`src/rtl/hdh_pkg.sv`:
```
package hdh_pkg;

  localparam int ANGLE_BITS   = 20;
  localparam int CORDIC_STEPS = 16;
  localparam int DOT_STEPS    = 9;
  localparam int DIV_STEPS    = 16;
  localparam int GAIN_Q15     = 53961;
  localparam int DOT_W        = 35;
  localparam int CORDIC_W     = 50;
  localparam int ANG_W        = 22;
  localparam int ATAN_W       = 18;
  localparam int MASS_W       = 18;
  localparam int CFG_IDX_W    = 3;
  localparam int CFG_DATA_W   = 48;

  localparam logic [ANG_W-1:0] HALF_TURN    = ANG_W'(1 << (ANGLE_BITS - 1));
  localparam logic [ANG_W-1:0] QUARTER_TURN = ANG_W'(1 << (ANGLE_BITS - 2));

  localparam logic [47:0] FRAME_S_RESET = 48'h0000_0000_4000;
  localparam logic [47:0] FRAME_T_RESET = 48'h0000_4000_0000;
  localparam logic [47:0] FRAME_N_RESET = 48'h4000_0000_0000;
  localparam logic [5:0]  AZIMUTH_RESET = 6'd32;
  localparam logic [4:0]  POLAR_RESET   = 5'd16;

  typedef enum logic [CFG_IDX_W-1:0] {
    REG_BUNDLE_POINT = 3'd0,
    REG_FRAME_S      = 3'd1,
    REG_FRAME_T      = 3'd2,
    REG_FRAME_N      = 3'd3,
    REG_AZIMUTH_BINS = 3'd4,
    REG_POLAR_BINS   = 3'd5
  } cfg_reg_t;

  typedef enum logic [4:0] {
    S_CLEAR, S_IDLE, S_DOT, S_CHECK, S_GAIN, S_PHI, S_TINIT, S_THETA,
    S_BIN, S_INDEX, S_URD, S_UWR, S_RIDX, S_RRD, S_DINIT, S_DIV, S_DONE
  } state_t;

  typedef struct packed {
    logic clear_wr;
    logic load;
    logic dot;
    logic gain;
    logic cordic;
    logic theta_init;
    logic bin;
    logic index;
    logic mem_rd;
    logic upd_wr;
    logic rd_index;
    logic div_init;
    logic div_step;
    logic out_load;
  } hdh_cmd_t;

  typedef struct packed {
    logic in_read;
    logic drop;
    logic out_full;
  } hdh_status_t;

  function automatic logic [ATAN_W-1:0] atan_entry(input logic [3:0] i);
    logic [ATAN_W-1:0] v;
    unique case (i)
      4'd0:    v = 18'd131072;
      4'd1:    v = 18'd77376;
      4'd2:    v = 18'd40884;
      4'd3:    v = 18'd20753;
      4'd4:    v = 18'd10417;
      4'd5:    v = 18'd5213;
      4'd6:    v = 18'd2607;
      4'd7:    v = 18'd1304;
      4'd8:    v = 18'd652;
      4'd9:    v = 18'd326;
      4'd10:   v = 18'd163;
      4'd11:   v = 18'd81;
      4'd12:   v = 18'd41;
      4'd13:   v = 18'd20;
      4'd14:   v = 18'd10;
      default: v = 18'd5;
    endcase
    return v;
  endfunction

  function automatic logic [31:0] sat_add32(input logic [31:0] a, input logic [31:0] b);
    logic [32:0] s;
    s = {1'b0, a} + {1'b0, b};
    return s[32] ? 32'hFFFF_FFFF : s[31:0];
  endfunction

endpackage

```
`src/rtl/hdh_ctrl.sv`:
```
module hdh_ctrl #(
  parameter int MAX_AZIMUTH_BINS = 32,
  parameter int MAX_POLAR_BINS   = 16,
  parameter int CNT_W            = 9
) (
  input  logic                 clk,
  input  logic                 rst_n,
  input  logic                 in_valid,
  output logic                 in_ready,
  input  hdh_pkg::hdh_status_t status,
  output hdh_pkg::hdh_cmd_t    cmd,
  output logic [CNT_W-1:0]     cnt
);
  import hdh_pkg::*;

  localparam int DEPTH = MAX_AZIMUTH_BINS * MAX_POLAR_BINS;

  state_t           state_r, state_nxt;
  logic [CNT_W-1:0] cnt_r, cnt_nxt;

  always_ff @(posedge clk) begin
    if (!rst_n) begin
      state_r <= S_CLEAR;
      cnt_r   <= '0;
    end else begin
      state_r <= state_nxt;
      cnt_r   <= cnt_nxt;
    end
  end

  always_comb begin
    state_nxt = state_r;
    cnt_nxt   = cnt_r;
    cmd       = '0;
    in_ready  = 1'b0;
    unique case (state_r)
      S_CLEAR: begin
        cmd.clear_wr = 1'b1;
        if (cnt_r == CNT_W'(DEPTH - 1)) begin
          cnt_nxt   = '0;
          state_nxt = S_IDLE;
        end else begin
          cnt_nxt = cnt_r + CNT_W'(1);
        end
      end
      S_IDLE: begin
        in_ready = 1'b1;
        cnt_nxt  = '0;
        if (in_valid) begin
          cmd.load  = 1'b1;
          state_nxt = status.in_read ? S_RIDX : S_DOT;
        end
      end
      S_DOT: begin
        cmd.dot = 1'b1;
        if (cnt_r == CNT_W'(DOT_STEPS - 1)) begin
          cnt_nxt   = '0;
          state_nxt = S_CHECK;
        end else begin
          cnt_nxt = cnt_r + CNT_W'(1);
        end
      end
      S_CHECK: state_nxt = status.drop ? S_IDLE : S_GAIN;
      S_GAIN: begin
        cmd.gain  = 1'b1;
        state_nxt = S_PHI;
      end
      S_PHI: begin
        cmd.cordic = 1'b1;
        if (cnt_r == CNT_W'(CORDIC_STEPS - 1)) begin
          cnt_nxt   = '0;
          state_nxt = S_TINIT;
        end else begin
          cnt_nxt = cnt_r + CNT_W'(1);
        end
      end
      S_TINIT: begin
        cmd.theta_init = 1'b1;
        state_nxt      = S_THETA;
      end
      S_THETA: begin
        cmd.cordic = 1'b1;
        if (cnt_r == CNT_W'(CORDIC_STEPS - 1)) begin
          cnt_nxt   = '0;
          state_nxt = S_BIN;
        end else begin
          cnt_nxt = cnt_r + CNT_W'(1);
        end
      end
      S_BIN: begin
        cmd.bin   = 1'b1;
        state_nxt = S_INDEX;
      end
      S_INDEX: begin
        cmd.index = 1'b1;
        state_nxt = S_URD;
      end
      S_URD: begin
        cmd.mem_rd = 1'b1;
        state_nxt  = S_UWR;
      end
      S_UWR: begin
        cmd.upd_wr = 1'b1;
        state_nxt  = S_IDLE;
      end
      S_RIDX: begin
        cmd.rd_index = 1'b1;
        state_nxt    = S_RRD;
      end
      S_RRD: begin
        cmd.mem_rd = 1'b1;
        state_nxt  = S_DINIT;
      end
      S_DINIT: begin
        cmd.div_init = 1'b1;
        state_nxt    = S_DIV;
      end
      S_DIV: begin
        cmd.div_step = 1'b1;
        if (cnt_r == CNT_W'(DIV_STEPS - 1)) begin
          cnt_nxt   = '0;
          state_nxt = S_DONE;
        end else begin
          cnt_nxt = cnt_r + CNT_W'(1);
        end
      end
      S_DONE: begin
        if (!status.out_full) begin
          cmd.out_load = 1'b1;
          state_nxt    = S_IDLE;
        end
      end
      default: state_nxt = S_IDLE;
    endcase
  end

  assign cnt = cnt_r;

  a_one_cmd: assert property (@(posedge clk) disable iff (!rst_n) $onehot0(cmd))
    else $error("more than one datapath command");

  a_leave_idle: assert property (@(posedge clk) disable iff (!rst_n)
    in_valid && in_ready |=> state_r != S_IDLE)
    else $error("accepted word not processed");

  a_cordic_len: assert property (@(posedge clk) disable iff (!rst_n)
    state_r == S_TINIT |-> $past(state_r) == S_PHI && $past(cnt_r) == CNT_W'(CORDIC_STEPS - 1))
    else $error("azimuth CORDIC cut short");

endmodule

```
`config.mk`:
```
export PLATFORM = sky130hd
export DESIGN_NAME = hdh_ctrl
export DESIGN_NICKNAME = d
export VERILOG_FILES = /design/src/rtl/hdh_pkg.sv /design/src/rtl/hdh_ctrl.sv
export SDC_FILE = /design/constraint.sdc
export NUM_CORES = 1
export LEC_CHECK = 0
export ABC_AREA = 0
export BUFFER_PORTS_ARGS = -buffer_cell sky130_fd_sc_hd__buf_2
export CORE_UTILIZATION = 57
export CTS_BUF_LIST = sky130_fd_sc_hd__clkbuf_4
export CTS_CLUSTER_SIZE = 14
export DETAILED_ROUTE_END_ITERATION = 8
export PLACE_DENSITY = 0.95
export SYNTH_ARGS = -nofsm -noshare
export SYNTH_HDL_FRONTEND = slang
export SYNTH_SLANG_ARGS = --single-unit
```
`constraint.sdc`:
```
create_clock -name clk -period 6.2 [get_ports clk]
set_input_delay 0.31 -clock clk [delete_from_list [all_inputs] [get_ports clk]]
set_output_delay 0.31 -clock clk [all_outputs]
set_load 0.01 [all_outputs]
```
## After elaboration in Yosys (flattened, before gate mapping)

Index checks and enable logic that the tools add are counted.

| storage, ports and cells | value |
|---|---|
| logic and storage cells | 66 |
| memory bits (writable) | 0 |
| register bits | 14 |
| bits in latches | 0 |
| memory bits (read-only) | 0 |
| output and inout port bits | 24 |
| memories kept | 0 |

| operators by class | value |
|---|---|
| add/subtract/negate cells | 1 |
| shift operators | 0 |
| reduce and logical (&&, ||, !) cells | 6 |
| $lt $le $gt $ge | 0 |
| multiplexer cells | 31 |
| bitwise gates (word level) | 0 |
| divide/modulo/power cells | 0 |
| equal/unequal tests | 26 |
| multipliers | 0 |

Operator list:

| operator | count |
|---|---|
| $pmux W5 S16 | 1 |
| $eq A5 B4 Y1 const B | 8 |
| $pmux W9 S4 | 1 |
| $mux W5 | 7 |
| $mux W9 | 3 |
| $eq A5 B3 Y1 const B | 4 |
| $eq A9 B4 Y1 const B | 2 |
| $mux W1 | 17 |
| $ne A2 B2 Y1 const B | 7 |
| $eq A5 B2 Y1 const B | 2 |
| $add A9 B1 Y9 const B | 1 |
| $eq A9 B9 Y1 const B | 1 |
| $reduce_and A7 Y1 | 1 |
| $eq A5 B1 Y1 const B | 1 |
| $eq A5 B5 Y1 const B | 1 |
| $logic_not A5 Y1 | 1 |
| $mux W4 | 1 |
| $reduce_bool A4 Y1 | 1 |
| $reduce_or A2 Y1 | 2 |
| $mux W3 | 1 |
| $reduce_or A3 Y1 | 1 |

## Logic depth before layout (Yosys ltp)

Gate-level depths: netlist of the first run.

| logic depth | value |
|---|---|
| depth after elaboration | 3 |
| depth in mapped cells | 8 |
| depth with buffers taken out | 8 |

## Worst setup path after synthesis of the first run

Ideal clock, no wire load.

| timing | value |
|---|---|
| kind | register to register |
| start | register cnt_r[0], in the netlist cnt[0] |
| end | register state_r[3] |
| setup time | 0.072 ns |
| path buffers | 0 |
| arrival | 2.337 ns |
| stages on the path, launching flop included | 9 |
| required time | 6.128 ns |
| slack | 3.792 ns |
| clock period less this slack | 2.408 ns |
| cell sequence | dfxtp_1 > ha_1 > and3_1 > and3_1 > and3_1 > ha_1 > nor3_1 > or3_4 > mux2i_1 |

| on the way | value |
|---|---|
| cells in the longest elaborated chain, start to end | 3 |
| elaborated cells between the ends (all ways) | 9 |
| those cells by class | 8 x eq/ne; 1 x reduce/logical |

RTL lines:

| item | line | source |
|---|---|---|
| start, declared | hdh_ctrl.sv:19 | `logic [CNT_W-1:0] cnt_r, cnt_nxt;` |
| start signal, assigned | hdh_ctrl.sv:27 | `cnt_r <= cnt_nxt;` |
| $eq A9 B4 Y1 (tied with other cells) | hdh_ctrl.sv:70, hdh_ctrl.sv:83, hdh_ctrl.sv:120 |  |
| $ne A2 B2 Y1 (no line) | -- |  |
| $reduce_and A7 Y1 (no line) (*) | -- |  |
| end signal, assigned | hdh_ctrl.sv:26 | `state_r <= state_nxt;` |
| end, declared | hdh_ctrl.sv:18 | `state_t state_r, state_nxt;` |

Mark *: on every way between the ends. The rest lies on a longest branch, timed or not.
A chain may end at the register's enable or synchronous reset.

## Worst setup path after layout of the first run

Same ends and word-level chain as after synthesis.

==> flow_summary_export.csv, run 1 <==
group,metric,value,unit
clocking,cts_buffers,3,
clocking,numClockSinks,14,
clocking,htree_levels,1,
power,ir_drop,0.000104,V
route,first_pass_iters,4,
route,via_per_inst,6.11,
route,vias,1149,
yosys,seq_area_frac_synth,27.0,%
yosys,synth_ff_type,"dfxtp_1",
route,wl,2470,um
yosys,synthCells,141,
setup_path,arrival,2.99,ns
floorplanning,die_h,44.7,um
placed_design,io_buffers,29,
run,maxCapViolCount,0,
global_route,track_usage,26.4,%
global_route,grt_max_degree,21,
power,powerDensity,132,mW/mm^2
sta,min_period,2.77,ns
cells_and_area,final_nets,173,
global_route,grt_pass1_wl,3930,um
floorplanning,core_area,0.00171,sq mm
yosys,avgSynthCellArea,7.37,sq um
cells_and_area,post_route_cells_drive_above_1_share,20.9,%
global_route,antenna_found_initial,0,
floorplanning,start_util,60.8,%
sta,worst_pin_slew,1.05,ns
power,total_power,159,uW
floorplanning,fp.dieArea,0.00200,sq mm
clocking,cts_tree,"built",
sta,final-setup-viol-count,0,
setup_path,worst_ep_required_time,6.42,ns
floorplanning,num_rows,15,
route,postRouteAntennaNets,0,
sta,timing.fmax,361,MHz
placed_design,dp_hpwl,1800,um
clocking,holdBufCountCts,0,
worst_hold_path,hold_path.class,"input pin to flop",
global_route,grt.overflow.total,0,
clocking,cts_root_buf,"clkbuf_4",
yosys,async_reset_ff_share,0,%
route,drt-initial-drc-count,28,
setup_path,crit_fanout,10,
status,status,"finished, final reports clean",
yosys,synth_warnings,0,
yosys,synth.cell_area,0.00104,sq mm
cells_and_area,syn_to_final_growth,15.5,%
sta,hold_viol,0,
setup_path,cp-start-kind,"flop",
yosys,ys_ff_latch,14,
sta,fin_crit_sh,44.7,%
sta,rsz0062_at_grt,"false",
sta,slew-limit-headroom,29.7,%
sta,clock_skew,0.0136,ns
clocking,cts.repair.resized,0,
yosys,synth_edf_count,0,
sta,setup-tns-final,0,ns
placed_design,gp_congestion,0.827,
route,wl_per_cell,13.2,um
sta,drv_slew,0,
setup_path,endpoint_kind,"flop",
clocking,clkTransAtPathRegs,0.09,ns
global_route,grt_pass1_vias,928,
power,leakagePower,0.000546,uW
clocking,cts_setup_buffers,0,
clocking,cts.path.max_buffers,2,
setup_path,worstSetupPathType,"flop to flop",
floorplanning,io_pins,30,
yosys,synthesis.nets,150,
route,drc,0,
clocking,clock_latency,0.29,ns
yosys,yosysUniqueCellTypes,39,
cells_and_area,num_antenna_cells,0,
floorplanning,die_w,44.7,um
-- critical path, stage by stage, from the launching register on --
cell and delay (ns):
dfxtp_1 0.36, ha_1 0.24, and3_1 0.21, and3_1 0.20, and3_1 0.19, ha_1 0.18, nor3_1 0.85, or3_4 0.30
mux2i_1 0.20
-- state kept, by name (all words and copies together) (netlist names) --
| signal | count |
|---|---|
| cnt | 9 |
| state_r | 5 |
-- through the flow --
step | hold WS [ns] | area, sq um | util (%) | cells | setup slack (ns)
6_report | 0.285 | 1200 | 70.3 | 188 | 3.43
5_1_grt | 0.299 | 1200 | 70.3 | 188 | 3.29
4_1_cts | 0.286 | 1200 | 70.3 | 188 | 3.41
3_5_place_dp | 0.495 | 1170 | 68.7 | 184 | 3.50
3_3_place_gp | 0.486 | 1170 | 68.7 | 184 | 3.64
2_1_floorplan | 0.445 | 1040 | - | 141 | 3.79
-- report_power, final --
group          internal (uW)  switching (uW)
clock                   23.4            30.6
sequential              91.6            2.19
combinational           4.94            6.29
-- cells by family after synthesis --
kind of cell	share of synthesized area, %
AND/OR/NAND/NOR	36.5
AO/OA/AOI/OAI	25.5
buffers and inverters	5.42
flip-flops	27.0
adder cells (fa/ha/maj)	3.61
multiplexers	1.93
-- final timing paths --
check,from,end,slack (ns),depth (start not counted)
max,cnt[0],state_r[3],3.43,8
min,status[0],state_r[4],0.29,3
min reg2reg,cnt[1],cnt[1],0.51,2
max reg2reg,cnt[0],state_r[3],3.43,8
-- final cells by class --
class | instances | area (sq um)
Clock buffer | 3 | 22.5
Clock inverter | 1 | 3.75
Fill cell | 145 | 508
Inverter | 4 | 15.0
Multi-Input combinational cell | 112 | 702
Sequential cell | 14 | 280
Tap cell | 25 | 31.3
Timing Repair Buffer | 29 | 145
-- cell usage after synthesis, types with 3 or more instances --
cell type | n | share of area (%)
nand2b_1 | 4 | 2.4
nor3b_1 | 3 | 2.2
clkbuf_1 | 10 | 3.6
and2_1 | 5 | 3.0
nand3_1 | 3 | 1.4
a211oi_1 | 6 | 4.3
nor2_1 | 13 | 4.7
o21ai_0 | 9 | 4.3
inv_1 | 4 | 1.4
or4_1 | 3 | 2.2
nor2b_1 | 4 | 2.4
nor3_1 | 7 | 3.4
o21ai_1 | 3 | 1.4
ha_1 | 3 | 3.6
and3_1 | 4 | 2.4
o211ai_1 | 4 | 2.9
nand3b_1 | 4 | 2.9
dfxtp_1 | 14 | 27
nand2_1 | 11 | 4.0
a311oi_1 | 4 | 3.4
-- cell usage in the layout (no fill, tap or decap), types with 2 or more instances in the layout --
master,instances
a21oi_1,2
inv_1,4
dfxtp_1,14
a211oi_1,6
mux2i_1,2
or4_1,3
nand3b_1,4
and2_1,5
nor4b_1,2
o21ai_0,9
nor2b_1,4
and3_1,4
buf_2,29
ha_1,3
clkbuf_4,3
nor3_1,7
o211ai_1,4
o21ai_1,3
nand2b_1,4
nor3b_1,3
nand3_1,3
a311oi_1,4
nand2_1,11
a21boi_0,2
nor2_1,13
-- layer usage --
layer / part of all wire (%) / wire (um) / global-route usage (%) / vias to the layer above
met4: 2.0 / 49 / 10.9 / 0
met3: 4.5 / 112 / 4.90 / 7
li1: - / - / - / 561
met1: 44 / 1100 / 32.2 / 540
met2: 49 / 1210 / 45.3 / 41
met5: 0 / 0 / 0 / -
Power figures use the tool's default switching activity.
==> inputs of run 2 (changes only) <==
--- a/config.mk
+++ b/config.mk
@@ -7,11 +7,11 @@
 export LEC_CHECK = 0
 export ABC_AREA = 0
 export BUFFER_PORTS_ARGS = -buffer_cell sky130_fd_sc_hd__buf_2
-export CORE_UTILIZATION = 57
+export CORE_UTILIZATION = 53
 export CTS_BUF_LIST = sky130_fd_sc_hd__clkbuf_4
 export CTS_CLUSTER_SIZE = 14
 export DETAILED_ROUTE_END_ITERATION = 8
-export PLACE_DENSITY = 0.95
+export PLACE_DENSITY = 0.9
 export SYNTH_ARGS = -nofsm -noshare
 export SYNTH_HDL_FRONTEND = slang
 export SYNTH_SLANG_ARGS = --single-unit
==> constraint.sdc (replaced) <==
create_clock -name clk -period 2.8 [get_ports clk]
set_input_delay 0.14 -clock clk [delete_from_list [all_inputs] [get_ports clk]]
set_output_delay 0.14 -clock clk [all_outputs]
set_load 0.01 [all_outputs]
==> run 2 against run 1 <==
Net effect:
- clock skew is 0.012 ns lower
- register-to-register slack got worse by 3.1 ns
- sequential power grew 120%
- maximum frequency increased by 13%
- final area rose by 0.63%
- clock power rose by 120%
- worst setup slack got worse by 3.1 ns
- utilization shrank 2.5 points
- final cell count rose by 0.53%
- count of clock-buffer cells in the layout did not move
- first-iteration DRC count fell by 29%
- routed wire length is 2.7% higher
- critical path type unchanged
- highest routed layer unchanged
==> flow_summary_export.csv, run 2 (same netlist as run 1, synthesis figures left out) <==
group,metric,value,unit
clocking,clock_latency,0.28,ns
power,powerDensity,290,mW/mm^2
floorplanning,die_h,46.3,um
cells_and_area,post_route_cells_drive_above_1_share,21.3,%
setup_path,endpoint_kind,"flop",
route,wl_met1,1100,um
sta,clock_skew,0.00164,ns
power,p_sw_share,24.1,%
clocking,cts.path.max_buffers,2,
clocking,cts.repair.resized,0,
clocking,cts_setup_buffers,0,
floorplanning,die_w,46.3,um
route,vias,1149,
global_route,track_usage,25.9,%
sta,timing.fmax,407,MHz
power,p_comb_share,7.0,%
worst_hold_path,hold_path.class,"input pin to flop",
sta,min_period,2.45,ns
route,drt-initial-drc-count,20,
status,status,"finished, final reports clean",
route,wl_met2,1280,um
route,drc,0,
placed_design,dp_hpwl,1800,um
route,wl_per_cell,13.4,um
setup_path,arrival,2.64,ns
placed_design,io_buffers,29,
cells_and_area,mostFrequentLayoutCells,"buf_2, dfxtp_1, nor2_1",
floorplanning,fp.dieArea,0.00214,sq mm
route,wl,2540,um
worst_hold_path,hold_path.startpoint,"status[0]",
route,via_per_inst,6.08,
clocking,htree_levels,1,
setup_path,worstSetupPathType,"flop to flop",
setup_path,cp-start-kind,"flop",
power,ir_drop,0.000251,V
clocking,clkTransAtPathRegs,0.08,ns
setup_path,rr_startpoint,"cnt[4]",
power,pwr-share-seq,59.3,%
cells_and_area,fin_util,67.7,%
placed_design,gp_congestion,0.810,
power,pwr-share-clk,33.7,%
setup_path,crit_chain,"or4b_1, or4_1, a22o_1, or3_4, mux2i_1",
floorplanning,io_pins,30,
sta,rsz0062_at_grt,"false",
sta,worst_pin_slew,0.531,ns
setup_path,cpPeakStageDelay,0.55,ns
sta,fin_crit_sh,87.7,%
power,switching_power,84.2,uW
route,first_pass_iters,4,
cells_and_area,largest_reg_flops,9,
clocking,cts_root_buf,"clkbuf_4",
cells_and_area,syn_to_final_growth,16.3,%
setup_path,crit_fanout,13,
run,maxCapViolCount,0,
power,leakagePower,0.000550,uW
power,internal_power,265,uW
sta,hold_viol,0,
global_route,grt_pass1_vias,954,
setup_path,slowest_stage,"or4b_1",
cells_and_area,final_nets,174,
clocking,cts_tree,"built",
clocking,holdBufCountCts,0,
clocking,numClockSinks,14,
route,postRouteAntennaNets,0,
sta,final-setup-viol-count,0,
cells_and_area,fillers,165,
global_route,grt_max_degree,21,
setup_path,startpoint,"cnt[4]",
sta,drv_slew,0,
floorplanning,num_rows,15,
global_route,antenna_found_initial,0,
global_route,grt_pass1_wl,4000,um
floorplanning,start_util,58.2,%
clocking,cts_buffers,3,
sta,setup-tns-final,0,ns
sta,slew-limit-headroom,64.1,%
cells_and_area,num_antenna_cells,0,
global_route,grt.overflow.total,0,
route,route.met3.wl,109,um
floorplanning,core_area,0.00178,sq mm
setup_path,worst_ep_required_time,2.98,ns
cells_and_area,final_common_cell,"buf_2",
route,top_layer_used,"met4",
==> run 2: cell types whose count changed in the layout (fill, tap and decap cells not counted) <==
cell / before / now
buf_4: 0 / 1
==> run 2: path summary, 6_finish.rpt <==
| check | depth (start not counted) | end | slack, ns |
|---|---|---|---|
| max | 5 | state_r[3] | 0.35 |
| min | 3 | state_r[4] | 0.12 |
| max reg2reg | 5 | state_r[3] | 0.35 |
| min reg2reg | 2 | cnt[1] | 0.51 |
==> run 2: final cells by class <==
cell class | count | area, sq um | share of cell area [%]
multi-input combinational | 112 | 702 | 58.1
sequential | 14 | 280 | 23.2
timing repair buffer | 30 | 153 | 12.6
tap | 25 | 31.3 | 2.59
clock buffer | 3 | 22.5 | 1.87
inverter | 4 | 15.0 | 1.24
clock inverter | 1 | 3.75 | 0.311
==> run 2: power groups by stage <==
stage	Clock, uW	Combinational [uW]	Sequential [uW]
2_1_floorplan	0	12.9	213
3_3_place_gp	0	24.3	212
3_5_place_dp	0	24.6	212
4_1_cts	125	24.8	207
5_1_grt	132	27.9	208
6_report	118	24.7	207
==> run 2: critical path, delay by kind of cell, from the launching register on <==
kind	cells	cell delay, ns
and+or+nand+nor	3	1.45
muxes	1	0.12
DFF	1	0.36
AOI/OAI and AO/OA	1	0.41
==> run 2: routing by layer <==
| metal | GRT usage, % | vias to the layer above |
|---|---|---|
| li1 | - | 567 |
| met1 | 29.3 | 537 |
| met2 | 45.1 | 41 |
| met3 | 4.31 | 4 |
| met4 | 15.3 | 0 |
| met5 | 0 | - |
==> run 2: stage by stage <==
step	hold slack (ns)	std cells	setup WS, ns	area [sq um]	total power, uW
2_1_floorplan	0.275	141	0.392	1040	226
3_3_place_gp	0.404	185	0.438	1180	236
3_5_place_dp	0.426	185	0.371	1180	237
4_1_cts	0.117	189	0.354	1210	357
5_1_grt	0.164	189	0.195	1210	368
6_report	0.124	189	0.346	1210	350
==> inputs of run 3 (changes only) <==
--- a/config.mk
+++ b/config.mk
@@ -11,6 +11,7 @@
 export CTS_BUF_LIST = sky130_fd_sc_hd__clkbuf_4
 export CTS_CLUSTER_SIZE = 14
 export DETAILED_ROUTE_END_ITERATION = 8
+export MAX_ROUTING_LAYER = met4
 export PLACE_DENSITY = 0.9
 export SYNTH_ARGS = -nofsm -noshare
 export SYNTH_HDL_FRONTEND = slang
==> run 3 against run 2 <==
Net effect:
- utilization unchanged
- routed wire length unchanged
- sequential power about the same
- via count did not move
- worst hold slack about the same
- worst setup slack is essentially flat
- non-clock buffer count stayed put
- count of clock-buffer cells in the layout stayed put
- first-iteration DRC count did not move
- die area unchanged
- clock power about the same
- register-to-register slack about the same
==> flow_summary_export.csv, run 3 (same netlist as run 1, synthesis figures left out) <==
group,metric,value,unit
sta,setup-tns-final,0,ns
setup_path,crit_chain,"or4b_1, or4_1, a22o_1, or3_4, mux2i_1",
route,wl_per_cell,13.4,um
sta,final-setup-viol-count,0,
setup_path,crit_fanout,13,
global_route,grt_pass1_vias,954,
floorplanning,io_pins,30,
power,ir_drop,0.000251,V
floorplanning,fp.dieArea,0.00214,sq mm
cells_and_area,largest_reg_flops,9,
floorplanning,die_h,46.3,um
cells_and_area,regArea,280,sq um
sta,drv_slew,0,
global_route,grt_pass1_wl,4000,um
worst_hold_path,hold_path.class,"input pin to flop",
cells_and_area,fin_area,0.00121,sq mm
route,drc,0,
floorplanning,core_area,0.00178,sq mm
setup_path,slowest_stage,"or4b_1",
sta,clock_skew,0.00165,ns
clocking,holdBufCountCts,0,
cells_and_area,fillers,165,
sta,worst_pin_slew,0.531,ns
cells_and_area,num_antenna_cells,0,
route,vias,1149,
cells_and_area,final_common_cell,"buf_2",
placed_design,io_buffers,29,
setup_path,worst_ep_required_time,2.98,ns
cells_and_area,multi_input_area,702,sq um
power,powerDensity,290,mW/mm^2
clocking,clkTransAtPathRegs,0.08,ns
sta,rsz0062_at_grt,"false",
global_route,grt.overflow.total,0,
setup_path,arrival,2.64,ns
clocking,cts.repair.resized,0,
placed_design,dp_slack,0.371,ns
status,status,"finished, final reports clean",
setup_path,cpPeakStageDelay,0.55,ns
cells_and_area,final_nets,174,
clocking,clock_latency,0.28,ns
placed_design,place_inst,185,
global_route,track_usage,26.7,%
cells_and_area,syn_to_final_growth,16.3,%
sta,slew-limit-headroom,64.1,%
clocking,htree_levels,1,
sta,setup_ws,0.346,ns
clocking,cts_setup_buffers,0,
route,first_pass_iters,4,
route,postRouteAntennaNets,0,
global_route,antenna_found_initial,0,
sta,timing.fmax,407,MHz
route,drt-initial-drc-count,20,
setup_path,cp-start-kind,"flop",
cells_and_area,mostFrequentLayoutCells,"buf_2, dfxtp_1, nor2_1",
sta,min_period,2.45,ns
cells_and_area,final_cells,189,
floorplanning,start_util,58.2,%
placed_design,gp_congestion,0.822,
clocking,numClockSinks,14,
power,leakagePower,0.000550,uW
route,wl,2540,um
setup_path,worstSetupPathType,"flop to flop",
clocking,cts_root_buf,"clkbuf_4",
route,via_per_inst,6.08,
global_route,grt_max_degree,21,
cells_and_area,fin_util,67.7,%
cells_and_area,post_route_cells_drive_above_1_share,21.3,%
setup_path,endpoint_kind,"flop",
placed_design,dpl_cell_area,0.00118,sq mm
floorplanning,die_w,46.3,um
run,maxCapViolCount,0,
floorplanning,num_rows,15,
clocking,cts.path.max_buffers,2,
placed_design,dp_hpwl,1800,um
sta,hold_viol,0,
sta,fin_crit_sh,87.7,%
clocking,cts_tree,"built",
clocking,cts_buffers,3,
[run 3: cell counts in the layout (fill, tap and decap cells not counted)]
No cell type changed its count.
[run 3: per-layer routing]
layer / vias to the layer above / GRT usage, % / wire, um
li1: 567 / - / -
met1: 537 / 29.3 / 1100
met2: 41 / 45.1 / 1280
met3: 4 / 4.31 / 109
met4: 0 / 15.3 / 47
met5: - / - / 0
[run 3: layout make-up]
cell class,instances,share of cell area (%)
Clock inverter,1,0.311
Timing Repair Buffer,30,12.6
Tap cell,25,2.59
Sequential cell,14,23.2
Clock buffer,3,1.87
Multi-Input combinational cell,112,58.1
Inverter,4,1.24
[run 3: final timing paths]
kind              from         end  slack [ns]  depth (start not counted)
max             cnt[4]  state_r[3]        0.35                          5
min          status[0]  state_r[4]        0.12                          3
max reg2reg     cnt[4]  state_r[3]        0.35                          5
min reg2reg     cnt[1]      cnt[1]        0.51                          2
[run 3: through the flow]
step                      hold slack [ns]  power, uW
after floorplan                     0.275        226
after detailed placement            0.426        237
final                               0.124        350
after global placement              0.404        236
after global routing                0.164        368
after CTS                           0.117        357
[run 3: worst max-delay path: cells and delay by family (launching register included)]
kind,cells,cell delay [ns]
multiplexers,1,0.12
flip-flops,1,0.36
AO/OA/AOI/OAI,1,0.41
AND/OR/NAND/NOR,3,1.45
[run 3: report_power, final]
group          leakage, uW  switching, uW  total (uW)  internal (uW)
combinational     0.000421           13.7        24.6           11.0
sequential        0.000113           4.58         207            203
clock            0.0000154           66.0         118           51.8
total             0.000550           84.2         350            265
